[src/hdl/cdg2d_pkg.sv]
`timescale 1ns / 1ps
`default_nettype none
// ----------------------------------------------------------------------------
// cdg2d_pkg
// Shared types and constants for the central-difference gradient block.
// ----------------------------------------------------------------------------
package cdg2d_pkg;

    localparam int DEF_MAX_COLS    = 128;
    localparam int DEF_SAMPLE_BITS = 16;

    localparam int ROW_W       = 16;
    localparam int COL_OUT_W   = 7;
    localparam int GRAD_W      = 17;
    localparam int ROWS_REG_W  = 16;
    localparam int COLS_REG_W  = 8;
    localparam int CFG_DATA_W  = 16;
    localparam int CFG_INDEX_W = 1;
    localparam int OUT_TDATA_W = 64;
    localparam int MIN_DIM     = 3;

    localparam logic [ROWS_REG_W-1:0] ROWS_RESET = 16'd128;
    localparam logic [COLS_REG_W-1:0] COLS_RESET = 8'd128;

    localparam logic [CFG_INDEX_W-1:0] REG_GRID_ROWS = 1'd0;
    localparam logic [CFG_INDEX_W-1:0] REG_GRID_COLS = 1'd1;

    typedef struct packed {
        logic [ROW_W-1:0]     center_row;
        logic [COL_OUT_W-1:0] center_col;
        logic                 produce;
        logic                 last;
    } pos_t;

endpackage
`default_nettype wire

[src/hdl/cdg2d_line_buf.sv]
`timescale 1ns / 1ps
`default_nettype none
// ----------------------------------------------------------------------------
// cdg2d_line_buf
// Two line buffers in one memory word per column: the row two back and the
// row one back. One write and one registered read per cycle.
// ----------------------------------------------------------------------------
module cdg2d_line_buf
    import cdg2d_pkg::*;
#(
    parameter int MAX_COLS    = DEF_MAX_COLS,
    parameter int SAMPLE_BITS = DEF_SAMPLE_BITS
) (
    input  wire logic                        aclk,
    input  wire logic                        rd_en,
    input  wire logic [$clog2(MAX_COLS)-1:0] rd_addr,
    output logic      [SAMPLE_BITS-1:0]      rd_top,
    output logic      [SAMPLE_BITS-1:0]      rd_mid,
    input  wire logic                        wr_en,
    input  wire logic [$clog2(MAX_COLS)-1:0] wr_addr,
    input  wire logic [SAMPLE_BITS-1:0]      wr_top,
    input  wire logic [SAMPLE_BITS-1:0]      wr_mid
);

    logic [2*SAMPLE_BITS-1:0] line_mem [MAX_COLS];
    logic [2*SAMPLE_BITS-1:0] rd_data_reg;

    always_ff @(posedge aclk) begin
        if (wr_en) begin
            line_mem[wr_addr] <= {wr_top, wr_mid};
        end
        if (rd_en) begin
            rd_data_reg <= line_mem[rd_addr];
        end
    end

    assign rd_top = rd_data_reg[2*SAMPLE_BITS-1:SAMPLE_BITS];
    assign rd_mid = rd_data_reg[SAMPLE_BITS-1:0];

endmodule
`default_nettype wire

[config.mk]
export PLATFORM = sky130hd
export DESIGN_NAME = cdg2d_line_buf
export DESIGN_NICKNAME = d
export VERILOG_FILES = /design/src/hdl/cdg2d_pkg.sv /design/src/hdl/cdg2d_line_buf.sv
export SDC_FILE = /design/constraint.sdc
export NUM_CORES = 2
export LEC_CHECK = 0
export BUFFER_PORTS_ARGS = -buffer_cell sky130_fd_sc_hd__buf_2
export CAP_MARGIN = 20
export CORE_AREA = 2 2 614 616
export DETAILED_ROUTE_END_ITERATION = 8
export DIE_AREA = 0 0 616 618
export PLACE_DENSITY = 0.56
export SKIP_LAST_GASP = 1
export SLEW_MARGIN = 15
export SYNTH_ARGS = -nofsm -noshare
export SYNTH_HDL_FRONTEND = slang
export SYNTH_SLANG_ARGS = --single-unit
[constraint.sdc]
create_clock -name aclk -period 3.3 [get_ports aclk]
set_input_delay 0.33 -clock aclk [delete_from_list [all_inputs] [get_ports aclk]]
set_output_delay 0.33 -clock aclk [all_outputs]
set_load 0.01 [all_outputs]
==> metrics.csv <==
metric,value,unit
outcome,finished clean,
Die Ht,618,um
Initial DRT Pass Iterations,5,
share of cells above drive strength 1,0.387,
Initial Util,0.419,
Die ar.,381000,um2
critical hold path startpoint,wr_top[2],
most frequent cells in the layout,"edfxtp_1 (4128), mux4_2 (1344), clkbuf_16 (426)",
dpl ws,-0.462,ns
Root Driver,clkbuf_16,
Post-Place Cell Area,171000,um2
Worst R2R End,rd_data_reg[0],
met2 usage,0.380,
register area,124000,um2
Static Leakage,56.9,nW
row count,225,
initial antenna violation count,54,
wire per inst,36.6,um
final setup fails,0,
PD cells,599,nW/um2
post-placement cell count,11300,
Slew HR,0.219,
layer with the highest usage,met2,
register area share after synthesis,0.792,
Post-Synthesis Net Count,6039,
clock network power share,0.416,
TritonCTS clock tree,built,
CP Max Fanout,2,
IO buf count,80,
post-layout minimum cycle time,2.85,ns
Ports,81,
"most common cell after layout, fill and taps aside",edfxtp_1,
DRT Wirelength,446000,um
met3 Track Usage GR,0.0414,
cell count after synthesis,5990,
gp weighted congestion,0.808,
Hold Path Stages,1,
Num CTS Buffers,421,
sw frac,0.216,
largest net degree at the start of global routing,129,
Sequential Power Share,0.526,
Comb power frac,0.058,
crit path DAT,3.56,ns
Post-layout nets,6841,
"setup slack, reg-to-reg",0.45,ns
RSZ-0062 raised after global routing,false,
Final Hold Vio Count,0,
HP Class,primary input to flop,
first-pass GRT wire length,610000,um
NetSw,0.0239,W
Setup TNS Final,0,ns
Iter 0 DRT Violations,9650,
"Cell Count, Final, Fillers Out",12200,
DP HPWL,260000,um
multi-input logic area,32300,um2
Core Area,374000,um2
startpoint types,flop,
Fin Hold WS,0.0770,ns
Seq cells post-synth,4128,
vias in the first global route,73200,
cts repair resizes,0,
Critical Path End Type,flop,
Vias,73000,
Worst-path clk slew,0.06,ns
cell internal pwr,0.0866,W
fillers,29200,
Area Overhead vs Synth,17.8,%
GRT overflow,0,
antenna-violating nets left,0,
Die W,616,um
H-tree level count,5,
Setup Skew,0.0606,ns
Worst Path Required,4.01,ns
Final Cycle Share,0.863,
Reg2Reg Depth,4,
Peak VDD IR,0.480,mV
vias per inst,6.00,
Avg Inst Size Synth,26.1,um2
GRT Util Overall,0.233,
Largest register FFs,4096,
final setup margin,0.452,ns
Synth Warn #,0,
design area,184000,um2
Crit Path Category,flop to flop,
DRC,0,
Final Max Tran Viols,0,
Skew-Pair Late Insertion Delay,0.97,ns
post-synth design cell area,157000,um2
r2r startpoint,line_mem[45][0],
Tightest Pin Transition,1.17,ns
Max-Cap Viols,0,
"Endpoint, Worst Hold",line_mem[121][18],
Max Freq,0.351,GHz
CTS Sinks,4128,
met1 Use GR,0.328,
clk buf depth,4,
Cell variety after synth,16,
==> kinds of logic (layout without fill, tap and decap cells) <==
family / Yosys count / in the layout / share of synthesized area
DFF: 4128 / 4128 / 0.792
muxes: 1376 / 1376 / 0.196
buffers and inverters: 316 / 1461 / 0.00837
and+or+nand+nor: 170 / 170 / 0.00445
other: 0 / 35 / 0
==> power groups by stage <==
stage | logic (W) | clock network (W) | registers, W
6_report | 0.00638 | 0.0460 | 0.0581
5_1_grt | 0.00664 | 0.0487 | 0.0581
4_1_cts | 0.00644 | 0.0467 | 0.0581
3_5_place_dp | 0.00641 | 0 | 0.0592
2_1_floorplan | 0.00280 | 0 | 0.0591
3_3_place_gp | 0.00632 | 0 | 0.0592
==> worst max path at each step <==
stage / to / start / cells after the start / slack (ns)
3_3_place_gp: rd_data_reg[13] / rd_addr[0] / 8 / -0.45
2_1_floorplan: line_mem[98][0] / wr_en / 3 / -0.27
4_1_cts: rd_data_reg[0] / line_mem[45][0] / 4 / 0.43
5_1_grt: rd_data_reg[0] / line_mem[45][0] / 4 / 0.45
3_5_place_dp: rd_data_reg[13] / rd_addr[0] / 8 / -0.46
6_report: rd_data_reg[0] / line_mem[45][0] / 4 / 0.45
==> layout make-up <==
cell class,count,share of cell area
clock inverters,259,0.0120
clock buffers,507,0.0594
diodes,35,0.000475
repair buffers,695,0.0468
multi-input cells,1546,0.175
flip-flops and latches,4128,0.672
well taps,4994,0.0339
==> worst max-delay path, stage by stage (launching register included) <==
cell and delay, ns:
edfxtp_1 0.38, mux4_2 0.50, mux4_2 0.67, mux4_2 0.70, mux2_2 0.33
==> cell usage after synthesis <==
library cell	instances	share of area
nor2b_1	7	0.00028
buf_6	2	0.00014
nand2_1	14	0.00034
nand2b_1	2	0.000080
nand4_1	3	0.00012
edfxtp_1	4128	0.79
buf_1	50	0.0012
nor3_1	9	0.00029
buf_2	79	0.0025
buf_4	3	0.00014
mux4_2	1344	0.19
nand3_1	12	0.00038
clkbuf_1	182	0.0044
or3_1	1	0.000040
nor2_1	122	0.0029
mux2_2	32	0.0023
==> what timing repair did <==
item                      CTS  global route
hold buffers               24             3
buffers inserted            0             0
hold endpoints to repair  944            70
==> stage by stage <==
stage,total power (W),util
floorplan,0.0619,-
global placement,0.0655,0.457
detailed placement,0.0656,0.457
CTS,0.111,0.493
global route,0.113,0.493
finish,0.110,0.493
==> per-layer routing <==
layer / wire [um] / vias up / share of wire
met5: 113 / - / 0.00025
met4: 11000 / 16 / 0.025
met3: 36400 / 548 / 0.082
met2: 217000 / 3207 / 0.49
met1: 181000 / 41100 / 0.41
li1: - / 28200 / -
(Power assumes the default switching activity.)
