## config.mk

```make
export PLATFORM = sky130hd
export DESIGN_NAME = cdg2d_diff
export DESIGN_NICKNAME = d
export VERILOG_FILES = /design/src/hdl/cdg2d_pkg.sv /design/src/hdl/cdg2d_diff.sv
export SDC_FILE = /design/constraint.sdc
export NUM_CORES = 1
export LEC_CHECK = 0
export BUFFER_PORTS_ARGS = -buffer_cell sky130_fd_sc_hd__buf_2
export CORE_UTILIZATION = 56
export DETAILED_ROUTE_END_ITERATION = 12
export GPL_ROUTABILITY_DRIVEN = 0
export PLACE_DENSITY = 0.84
export SYNTH_ARGS = -nofsm -noshare
export SYNTH_HDL_FRONTEND = slang
export SYNTH_SLANG_ARGS = --single-unit
```

## constraint.sdc

```tcl
create_clock -name aclk -period 6.6 [get_ports aclk]
set_clock_uncertainty 0.15 [all_clocks]
set_input_delay 0.33 -clock aclk [delete_from_list [all_inputs] [get_ports aclk]]
set_output_delay 0.33 -clock aclk [all_outputs]
set_load 0.01 [all_outputs]
```

## src/hdl/cdg2d_pkg.sv

```systemverilog
`timescale 1ns / 1ps
`default_nettype none
// ----------------------------------------------------------------------------
// cdg2d_pkg
// Shared types and constants for the central-difference gradient block.
// ----------------------------------------------------------------------------
package cdg2d_pkg;

    localparam int DEF_MAX_COLS    = 128;
    localparam int DEF_SAMPLE_BITS = 16;

    localparam int ROW_W       = 16;
    localparam int COL_OUT_W   = 7;
    localparam int GRAD_W      = 17;
    localparam int ROWS_REG_W  = 16;
    localparam int COLS_REG_W  = 8;
    localparam int CFG_DATA_W  = 16;
    localparam int CFG_INDEX_W = 1;
    localparam int OUT_TDATA_W = 64;
    localparam int MIN_DIM     = 3;

    localparam logic [ROWS_REG_W-1:0] ROWS_RESET = 16'd128;
    localparam logic [COLS_REG_W-1:0] COLS_RESET = 8'd128;

    localparam logic [CFG_INDEX_W-1:0] REG_GRID_ROWS = 1'd0;
    localparam logic [CFG_INDEX_W-1:0] REG_GRID_COLS = 1'd1;

    typedef struct packed {
        logic [ROW_W-1:0]     center_row;
        logic [COL_OUT_W-1:0] center_col;
        logic                 produce;
        logic                 last;
    } pos_t;

endpackage
`default_nettype wire

```

## src/hdl/cdg2d_diff.sv

```systemverilog
`timescale 1ns / 1ps
`default_nettype none
// ----------------------------------------------------------------------------
// cdg2d_diff
// Sample stage, 3x3 neighborhood window, the two differences and the
// result register with its stream handshake.
// ----------------------------------------------------------------------------
module cdg2d_diff
    import cdg2d_pkg::*;
#(
    parameter int MAX_COLS    = DEF_MAX_COLS,
    parameter int SAMPLE_BITS = DEF_SAMPLE_BITS
) (
    input  wire logic                        aclk,
    input  wire logic                        aresetn,
    input  wire logic                        in_xfer,
    output logic                             in_ready,
    input  wire logic [SAMPLE_BITS-1:0]      in_sample,
    input  pos_t                             in_pos,
    input  wire logic [$clog2(MAX_COLS)-1:0] in_col,
    input  wire logic [SAMPLE_BITS-1:0]      rd_top,
    input  wire logic [SAMPLE_BITS-1:0]      rd_mid,
    output logic                             wr_en,
    output logic      [$clog2(MAX_COLS)-1:0] wr_addr,
    output logic      [SAMPLE_BITS-1:0]      wr_top,
    output logic      [SAMPLE_BITS-1:0]      wr_mid,
    output logic                             m_tvalid,
    input  wire logic                        m_tready,
    output logic      [OUT_TDATA_W-1:0]      m_tdata,
    output logic                             m_tlast
);

    localparam int CW = $clog2(MAX_COLS);
    localparam int EW = (SAMPLE_BITS + 1 > GRAD_W) ? SAMPLE_BITS + 1 : GRAD_W;
    localparam int PAD_W = OUT_TDATA_W - ROW_W - COL_OUT_W - 2 * GRAD_W;

    logic                   a_valid_reg;
    logic [SAMPLE_BITS-1:0] a_sample_reg;
    pos_t                   a_pos_reg;
    logic [CW-1:0]          a_col_reg;

    logic [SAMPLE_BITS-1:0] mid_w0_reg, mid_w1_reg, top_held_reg, bottom_held_reg;

    logic                   m_valid_reg;
    logic [ROW_W-1:0]       row_out_reg;
    logic [COL_OUT_W-1:0]   col_out_reg;
    logic [GRAD_W-1:0]      gc_out_reg, gr_out_reg;
    logic                   last_out_reg;

    logic                   advance, load_out;
    logic signed [EW-1:0]   gc_full, gr_full;

    always_comb begin
        advance  = a_valid_reg && (!a_pos_reg.produce || !m_valid_reg || m_tready);
        load_out = advance && a_pos_reg.produce;
        in_ready = !a_valid_reg || advance;
        gc_full  = EW'($signed(rd_mid)) - EW'($signed(mid_w1_reg));
        gr_full  = EW'($signed(bottom_held_reg)) - EW'($signed(top_held_reg));
    end

    // the row one back moves to two back, the new sample becomes one back
    assign wr_en   = advance;
    assign wr_addr = a_col_reg;
    assign wr_top  = rd_mid;
    assign wr_mid  = a_sample_reg;

    always_ff @(posedge aclk) begin
        if (!aresetn) begin
            a_valid_reg     <= 1'b0;
            m_valid_reg     <= 1'b0;
            mid_w0_reg      <= '0;
            mid_w1_reg      <= '0;
            top_held_reg    <= '0;
            bottom_held_reg <= '0;
        end else begin
            if (in_xfer) begin
                a_valid_reg <= 1'b1;
            end else if (advance) begin
                a_valid_reg <= 1'b0;
            end
            if (advance) begin
                mid_w1_reg      <= mid_w0_reg;
                mid_w0_reg      <= rd_mid;
                top_held_reg    <= rd_top;
                bottom_held_reg <= a_sample_reg;
            end
            if (load_out) begin
                m_valid_reg <= 1'b1;
            end else if (m_tready) begin
                m_valid_reg <= 1'b0;
            end
        end
    end

    always_ff @(posedge aclk) begin
        if (in_xfer) begin
            a_sample_reg <= in_sample;
            a_pos_reg    <= in_pos;
            a_col_reg    <= in_col;
        end
        if (load_out) begin
            row_out_reg  <= a_pos_reg.center_row;
            col_out_reg  <= a_pos_reg.center_col;
            gc_out_reg   <= gc_full[GRAD_W-1:0];
            gr_out_reg   <= gr_full[GRAD_W-1:0];
            last_out_reg <= a_pos_reg.last;
        end
    end

    assign m_tvalid = m_valid_reg;
    assign m_tdata  = {PAD_W'(0), gr_out_reg, gc_out_reg, col_out_reg, row_out_reg};
    assign m_tlast  = last_out_reg;

    a_hold_stage: assert property (@(posedge aclk) disable iff (!aresetn)
        a_valid_reg && !in_ready |=> a_valid_reg)
        else $error("sample stage dropped a held item");

    a_result_source: assert property (@(posedge aclk) disable iff (!aresetn)
        $rose(m_valid_reg) |-> $past(a_valid_reg) && $past(a_pos_reg.produce))
        else $error("result without an interior sample");

endmodule
`default_nettype wire
```

==> results.py, run 1 <==
metrics = {
    "status": {
        "status": "complete, no violations",
    },
    "die": {
        "die_area_um2": 13600,
        "rows": 41,
        "start_util_pct": 58.0,
        "ios": 191,
        "die_w_um": 117,
        "die_y_um": 117,
        "core_area_um2": 12700,
    },
    "timing": {
        "setup_viol": 0,
        "clock.fmax_ghz": 0.357,
        "relSlewSlack_pct": 24.0,
        "finalHoldViolCount": 0,
        "slew_viol_final": 0,
        "rsz0062_at_grt": "false",
        "worst_pin_slew_ns": 1.14,
        "period_minus_slack_ns": 2.80,
        "fin_tns_setup_ns": 0,
        "min_period_over_period_pct": 42.5,
    },
    "worst_setup_path": {
        "rr_worst_depth": 8,
        "cp.arrival_ns": 2.32,
        "r2r_slack_ns": 3.98,
        "cp_data_required_time_ns": 6.12,
        "crit_path_start_kind": "flip-flop",
        "reg2reg_to": "top_held_reg[5]",
        "r2r-start": "m_tvalid",
        "crit_type": "flip-flop to output pin",
        "path_max_fanout": 65,
        "cp-end-kind": "output pin",
    },
    "drt": {
        "detail_route.first_pass.iterations": 7,
        "drtAntennaViolNets": 0,
        "drt_iter0_markers": 350,
        "drt-wirelength-per-cell_um": 16.6,
        "drc_errors": 0,
        "viasPerCell": 5.23,
        "vias": 5551,
        "routed_wl_um": 17600,
    },
    "pwr": {
        "p_per_area_nw_per_um2": 273,
        "p_int_uw": 1880,
        "ir_worst_vdd_mv": 0.196,
        "swShare_pct": 26.9,
        "comb_power_share_pct": 13.5,
        "power_switching_uw": 690,
        "power.share.clock_pct": 38.2,
        "power.leakage_uw": 0.00378,
        "seqPwrFrac_pct": 48.4,
        "p_total_uw": 2570,
    },
    "finish": {
        "drive_gt1_share_pct": 26.5,
        "multi_input_area_um2": 2450,
        "diodes": 0,
        "area_growth_pct": 27.7,
        "fill_cells": 854,
        "final_area_um2": 9420,
        "largest_reg_flops": 25,
        "regArea_um2": 4500,
        "final_nets": 994,
    },
    "yosys": {
        "synth.most_common_cell": "nand2_1",
        "ys.flop_type": "edfxtp_1",
        "synthArstFlopShare_pct": 0,
        "seq_area_frac_synth_pct": 61.0,
        "ys_types": 48,
        "syn_area_um2": 7380,
        "ys_seq_elements": 172,
        "synth-edff-count": 106,
        "synth_top_area_share_pct": 43.1,
        "netlist_instances": 657,
        "postSynthAreaPerCell_um2": 11.2,
        "yosysWarnings": 0,
        "synthTopCellsByArea": "edfxtp_1 (43%), dfxtp_1 (18%), nand2_1 (7.4%)",
        "synth_common_cells": "nand2_1 (145), edfxtp_1 (106), dfxtp_1 (66)",
        "synth_top_cell_by_area": "edfxtp_1",
    },
    "worst_hold_path": {
        "hold_path.class": "input port to flip-flop",
        "holdPathEnd": "top_held_reg[15]",
        "hp-start": "rd_top[15]",
        "holdPathStages": 3,
    },
    "clock_tree": {
        "cts_tree": "yes",
        "cts.sinks": 172,
        "clkTransAtPathRegs_ns": 0.07,
        "cts_buffer_depth": 2,
        "htree_num_levels": 4,
        "clk_latency_ns": 0.44,
        "cts_setup_buffers": 0,
        "cts_root_buf": "clkbuf_16",
        "cts-buffers-inserted": 17,
    },
    "grt": {
        "grt_max_degree": 67,
        "grt_pass1_vias": 5550,
        "track_usage_pct": 26.9,
        "grt_pass1_wl_um": 26900,
        "antenna_found_initial": 0,
        "overflow": 0,
    },
    "run": {
        "cap_violations": 0,
    },
    "place": {
        "hpwl_um": 10700,
        "io_buffers": 183,
        "dpl_cell_area_um2": 8300,
    },
}
## worst max-delay path, cell delays in order (launching register included)
cell	delay, ns
dfxtp_1	0.32
nor2b_1	0.21
nand2_1	0.11
nand2_2	0.08
buf_4	0.53
inv_2	0.37
buf_2	0.25
## how the worst max path moves through the flow
| stage | startpoint | endpoint | depth (start not counted) |
|---|---|---|---|
| 2_1_floorplan | m_tvalid | col_out_reg[0] | 3 |
| 3_3_place_gp | rd_mid[0] | gc_out_reg[14] | 10 |
| 3_5_place_dp | rd_mid[0] | gc_out_reg[14] | 10 |
| 4_1_cts | m_tvalid | wr_en | 6 |
| 5_1_grt | m_tvalid | wr_en | 6 |
| 6_report | m_tvalid | wr_en | 6 |
## logic make-up (layout without fill, tap and decap cells)
logic type               after synthesis  count (layout)  share of synthesized area, %
AND/OR/NAND/NOR                      196             196                          11.1
flip-flops                           172             172                          61.0
AO/OA/AOI/OAI                        135             135                          13.0
buffers and inverters                 96             322                          6.09
adder cells (fa/ha/maj)               34              34                          5.97
XOR/XNOR                              22              22                          2.61
other                                  1               7                        0.0508
multiplexers                           1               1                         0.153
## through the flow
step	util [%]	setup slack, ns	hold WS, ns	std cells
after global routing	74.0	3.62	0.0180	1061
final	74.0	3.80	0.0108	1061
after floorplan	-	4.04	0.250	663
after CTS	74.0	3.78	0.00113	1060
after detailed placement	65.3	3.86	0.255	976
after global placement	65.3	3.98	0.250	976
## power by group through the flow
stage | logic [µW] | registers, µW | clock network (µW)
after floorplan | 197 | 1270 | 0
after global placement | 296 | 1260 | 0
after detailed placement | 310 | 1260 | 0
after CTS | 338 | 1240 | 984
after global routing | 379 | 1250 | 1030
final | 346 | 1240 | 980
## area by class of cell
| class | instances | area share, % |
|---|---|---|
| clock inverters | 15 | 1.73 |
| flip-flops and latches | 172 | 47.8 |
| clock buffers | 17 | 4.52 |
| well taps | 172 | 2.28 |
| inverters | 51 | 2.03 |
| multi-input cells | 395 | 26.0 |
| repair buffers | 239 | 15.6 |
## per-layer routing
metal,global-route usage [%],vias up,share of wire (%)
li1,-,2656,-
met1,29.8,2616,38
met2,48.1,233,53
met3,7.52,46,6.0
met4,12.2,0,3.0
met5,0,-,0
## timing repair
item / in CTS / in global routing
hold buffers: 52 / 1
resized for setup: 0 / 0
hold endpoints to repair: 52 / 1
## layout by cell type (no fill, tap or decap), types with 4 or more instances in the layout
| master | count |
|---|---|
| nand2_1 | 144 |
| nand3_1 | 7 |
| dlygate4sd3_1 | 53 |
| a21oi_1 | 25 |
| buf_2 | 183 |
| ha_1 | 32 |
| edfxtp_1 | 106 |
| nor2_1 | 18 |
| a211oi_1 | 4 |
| conb_1 | 7 |
| a21boi_0 | 65 |
| clkbuf_16 | 17 |
| nor3_1 | 5 |
| inv_1 | 50 |
| o21ai_0 | 13 |
| dfxtp_1 | 66 |
| inv_8 | 7 |
| xnor2_1 | 20 |
| nand2b_1 | 8 |
| a31oi_1 | 4 |
Note: power is estimated with default switching activity, not from simulation.
==> inputs of run 2 (changes only) <==
- CORE_UTILIZATION: 56 -> 53
- PLACE_DENSITY: 0.84 -> 0.8
- clock period: 6.6 -> 2.9 ns (I/O delays scaled with it)
==> results.py, run 2 (synthesis results as in run 1) <==
metrics = {
    "timing": {
        "period_minus_slack_ns": 2.62,
        "slew_viol_final": 0,
        "clock.fmax_ghz": 0.382,
        "fin_tns_setup_ns": 0,
        "min_period_over_period_pct": 90.3,
        "worst_pin_slew_ns": 0.984,
        "setup_viol": 0,
        "finalHoldViolCount": 0,
        "rsz0062_at_grt": "false",
        "relSlewSlack_pct": 34.4,
    },
    "drt": {
        "drt-wirelength-per-cell_um": 16.6,
        "vias": 5690,
        "detail_route.first_pass.iterations": 7,
        "drtAntennaViolNets": 0,
        "drc_errors": 0,
        "viasPerCell": 5.19,
        "drt_iter0_markers": 418,
        "routed_wl_um": 18200,
    },
    "clock_tree": {
        "htree_num_levels": 4,
        "cts_tree": "yes",
        "clkTransAtPathRegs_ns": 0.08,
        "cts-buffers-inserted": 17,
        "clk_latency_ns": 0.43,
        "cts_buffer_depth": 2,
        "cts_root_buf": "clkbuf_16",
        "cts_resized": 0,
        "cts.sinks": 172,
    },
    "worst_setup_path": {
        "crit_type": "input port to flip-flop",
        "cp.arrival_ns": 2.76,
        "reg2reg_to": "gc_out_reg[14]",
        "r2r_slack_ns": 0.39,
        "cp_data_required_time_ns": 3.04,
        "crit_path_start_kind": "input port",
        "rr_worst_depth": 8,
        "path_max_fanout": 3,
        "r2r-start": "mid_w1_reg[0]",
        "cp-end-kind": "flip-flop",
    },
    "place": {
        "hpwl_um": 11300,
        "io_buffers": 183,
    },
    "worst_hold_path": {
        "holdPathStages": 1,
        "holdPathEnd": "a_pos_reg[14]",
        "hold_path.class": "input port to flip-flop",
        "hp-start": "in_xfer",
    },
    "die": {
        "start_util_pct": 55.1,
        "die_w_um": 120,
        "die_y_um": 120,
        "rows": 42,
        "core_area_um2": 13400,
        "ios": 191,
        "die_area_um2": 14400,
    },
    "finish": {
        "final_nets": 1025,
        "fin_util_pct": 72.7,
        "drive_gt1_share_pct": 26.0,
        "area_growth_pct": 32.0,
        "layout_common_cells": "buf_2 (183), nand2_1 (144), edfxtp_1 (106)",
        "final_common_cell": "buf_2",
        "largest_reg_flops": 25,
        "diodes": 0,
    },
    "grt": {
        "grt_max_degree": 67,
        "track_usage_pct": 26.6,
        "antenna_found_initial": 0,
        "overflow": 0,
        "grt_pass1_wl_um": 28900,
        "grt_pass1_vias": 5878,
    },
    "pwr": {
        "p_per_area_nw_per_um2": 605,
        "power.leakage_uw": 0.00392,
        "ir_worst_vdd_mv": 0.544,
    },
    "status": {
        "status": "complete, no violations",
    },
    "run": {
        "cap_violations": 0,
    },
}
==> run 2: changes by cell type in the layout (fill, tap and decap cells not counted), sizes merged <==
| cell | previous run | this run |
|---|---|---|
| clkbuf | 17 | 18 |
| clkinv | 5 | 6 |
| inv | 60 | 58 |
| dlygate4sd3 | 53 | 81 |
| buf | 186 | 189 |
==> run 2: layout make-up <==
| cell class | instances | area, µm² |
|---|---|---|
| Multi-Input combinational cell | 395 | 2450 |
| Clock inverter | 14 | 150 |
| Clock buffer | 18 | 439 |
| Timing Repair Buffer | 270 | 1780 |
| Fill cell | 922 | 3660 |
| Sequential cell | 172 | 4500 |
| Inverter | 51 | 191 |
| Tap cell | 176 | 220 |
==> run 2: worst max-delay path, cell delays in order <==
cell	delay (ns)
dlygate4sd3_1	0.52
buf_2	0.12
inv_1	0.04
ha_1	0.21
fa_1	0.40
nand2b_1	0.18
a21oi_1	0.20
nor2_1	0.12
o21ai_1	0.33
mux2_2	0.38
nor2_1	0.11
==> run 2: what timing repair did <==
item                       4_1_cts  5_1_grt
hold endpoints to repair        82        0
setup endpoints to repair        0        0
hold buffers                    81        0
setup buffers                    0        0
==> run 2: through the flow <==
step | setup slack [ns] | instances | hold WS (ns) | power, µW | instance area [µm²]
2_1_floorplan | 0.342 | 663 | 0.0939 | 3340 | 7400
3_3_place_gp | 0.506 | 983 | 0.172 | 3550 | 8340
3_5_place_dp | 0.412 | 983 | 0.173 | 3590 | 8340
4_1_cts | 0.297 | 1096 | 0.0211 | 5880 | 9740
5_1_grt | 0.129 | 1096 | 0.0458 | 6110 | 9740
6_report | 0.281 | 1096 | 0.0319 | 5900 | 9740
==> run 2: per-layer routing <==
| metal | wire, µm | vias up | share of wire [%] | track usage, % |
|---|---|---|---|---|
| met5 | 0 | - | 0 | 0 |
| met1 | 6950 | 2731 | 38 | 29.2 |
| met2 | 9950 | 209 | 55 | 49.2 |
| met3 | 906 | 30 | 5.0 | 5.51 |
| met4 | 361 | 0 | 2.0 | 11.3 |
| li1 | - | 2720 | - | - |
==> run 2: how the worst max path moves through the flow <==
stage	startpoint	end	slack [ns]	depth (start not counted)
6_report	rd_mid[0]	gc_out_reg[14]	0.28	11
5_1_grt	rd_mid[0]	gc_out_reg[14]	0.13	11
3_3_place_gp	rd_mid[0]	gc_out_reg[14]	0.51	10
4_1_cts	rd_mid[0]	gc_out_reg[14]	0.30	11
2_1_floorplan	m_tvalid	col_out_reg[0]	0.34	3
3_5_place_dp	rd_mid[0]	gc_out_reg[14]	0.41	10
==> run 2: power by group <==
| part | internal [µW] | switching (µW) |
|---|---|---|
| sequential | 2770 | 61.0 |
| combinational | 376 | 445 |
| clock | 1170 | 1080 |
==> inputs of run 3 (changes only) <==
- ABC_AREA: unset -> 1
- CORE_UTILIZATION: 53 -> 40
- PLACE_DENSITY: 0.8 -> unset
==> results.py, run 3 <==
metrics = {
    "die": {
        "core_area_um2": 19000,
        "die_area_um2": 20100,
        "die_y_um": 142,
        "start_util_pct": 41.2,
        "ios": 191,
        "rows": 50,
        "die_w_um": 142,
    },
    "worst_setup_path": {
        "worst-path-buf-inv": 4,
        "path_max_fanout": 3,
        "cp_slowest_cell": "dlygate4sd3_1",
        "cp_data_required_time_ns": 2.93,
        "path_common_cell": "nand2_1",
        "crit_path_start_kind": "input port",
        "crit_type": "input port to flip-flop",
        "cp-end-kind": "flip-flop",
        "crit_family": "buffers and inverters",
        "crit_chain": "dlygate4sd3_1 > buf_2 > inv_1 > ha_1 > fa_1 > inv_1 > nand2_1 > nand2_1 > nand3_1 > nand2_1 > nand2_1 > nand3_1 > nand2_1",
        "cp.arrival_ns": 2.09,
        "cpPeakStageDelay_ns": 0.52,
    },
    "place": {
        "io_buffers": 183,
        "placed_cells": 1234,
        "dpl_cell_area_um2": 8850,
        "hpwl_um": 12200,
    },
    "finish": {
        "layoutNonFillerInstCount": 1347,
        "final_nets": 1192,
        "final_area_um2": 10200,
        "fill_cells": 1726,
        "drive_gt1_share_pct": 25.0,
        "diodes": 0,
        "largest_reg_flops": 25,
        "layout_common_cells": "buf_2 (183), nand2_1 (177), inv_1 (124)",
        "area_growth_pct": 30.9,
        "final_common_cell": "buf_2",
    },
    "yosys": {
        "ys.flop_type": "edfxtp_1",
        "yosysWarnings": 0,
        "synth_xor_area_share_pct": 1.57,
        "synth_top_family_by_area": "simple AND/OR/NAND/NOR gates",
        "synthTopCellsByArea": "edfxtp_1 (41%), dfxtp_1 (17%), nand2_1 (8.5%)",
        "seq_area_frac_synth_pct": 57.6,
        "synth_top_cell_by_area": "edfxtp_1",
        "postSynthAreaPerCell_um2": 9.52,
        "synth_common_cells": "nand2_1 (177), inv_1 (125), edfxtp_1 (106)",
        "synth-edff-count": 106,
        "synthAdderAreaFrac_pct": 5.64,
        "synth_simple_gate_area_share_pct": 16.3,
        "synth_mux_area_share_pct": 0,
        "netlist_instances": 821,
        "synth_top_area_share_pct": 40.7,
        "synth-compound-area-share_pct": 8.42,
        "ys_seq_elements": 172,
        "synthArstFlopShare_pct": 0,
        "syn_area_um2": 7810,
        "synth.most_common_cell": "nand2_1",
        "ys_types": 32,
    },
    "drt": {
        "drt-wirelength-per-cell_um": 13.2,
        "drt_iter0_markers": 227,
        "wl_met2_um": 9220,
        "viasPerCell": 4.42,
        "drc_errors": 0,
        "drtAntennaViolNets": 0,
        "vias": 5948,
        "routed_wl_um": 17800,
        "met3_length_um": 714,
        "met1_length_um": 7700,
        "detail_route.first_pass.iterations": 5,
        "highest_layer": "met4",
    },
    "grt": {
        "grt_max_degree": 95,
        "overflow": 0,
        "grt_pass1_wl_um": 28100,
        "antenna_found_initial": 0,
        "grt_pass1_vias": 5814,
        "track_usage_pct": 18.2,
    },
    "timing": {
        "setup_viol": 0,
        "clock.fmax_ghz": 0.486,
        "period_minus_slack_ns": 2.06,
        "rsz0062_at_grt": "false",
        "min_period_over_period_pct": 71.0,
        "relSlewSlack_pct": 33.5,
        "fin_tns_setup_ns": 0,
        "finalHoldViolCount": 0,
        "worst_pin_slew_ns": 0.997,
        "slew_viol_final": 0,
    },
    "run": {
        "cap_violations": 0,
    },
    "clock_tree": {
        "cts-buffers-inserted": 17,
        "cts_root_buf": "clkbuf_16",
        "cts_buffer_depth": 2,
        "clk_latency_ns": 0.42,
        "cts_setup_buffers": 0,
        "htree_num_levels": 4,
        "cts_tree": "yes",
        "cts.sinks": 172,
        "clkTransAtPathRegs_ns": 0.07,
    },
    "pwr": {
        "ir_worst_vdd_mv": 0.341,
        "p_total_uw": 6150,
        "p_per_area_nw_per_um2": 601,
        "power.leakage_uw": 0.00474,
    },
    "status": {
        "status": "complete, no violations",
    },
    "worst_hold_path": {
        "hold_path.class": "input port to flip-flop",
    },
}
-- run 3: routing by layer --
metal  up-vias  global-route usage [%]
li1       3104                       -
met1      2717                    21.2
met2       118                    33.3
met3         9                    4.18
met4         0                    5.21
met5         -                       0
-- run 3: cells by family (layout without fill, tap and decap cells) --
group,Yosys count,count (layout)
flip-flops,172,172
AO/OA/AOI/OAI,119,119
adder cells (fa/ha/maj),34,34
XOR/XNOR,14,14
AND/OR/NAND/NOR,304,304
other,1,7
buffers and inverters,177,437
-- run 3: timing repair --
item	CTS	global route
endpoints found under the hold margin	82	0
hold buffers	81	0
resized for setup	0	0
-- run 3: report_power, final --
part / internal [µW] / switching [µW]
logic: 439 / 647
registers: 2800 / 54.2
clock network: 1150 / 1070
-- run 3: path summary, 6_finish.rpt --
kind                                    startpoint        endpoint  slack (ns)  cells after the start
worst min-delay path                       in_xfer   a_pos_reg[13]        0.02                      1
worst max register to register  bottom_held_reg[0]  gr_out_reg[12]        0.94                     11
worst min register to register        a_pos_reg[6]  col_out_reg[4]        0.27                      0
worst max-delay path                     rd_mid[0]  gc_out_reg[10]        0.84                     13
-- run 3: metrics by stage --
step	util (%)	hold slack, ns	setup slack [ns]
5_1_grt	54.0	0.0266	0.679
3_3_place_gp	46.7	0.171	0.949
3_5_place_dp	46.7	0.173	0.911
2_1_floorplan	-	0.0939	0.467
4_1_cts	54.0	0.0111	0.841
6_report	54.0	0.0184	0.841
-- run 3: layout make-up --
cell class,count,area (µm²),share of cell area [%]
inverters,134,503,4.92
repair buffers,271,1800,17.6
multi-input cells,478,2520,24.6
clock inverters,15,150,1.47
well taps,260,325,3.18
flip-flops and latches,172,4500,44.0
clock buffers,17,425,4.16
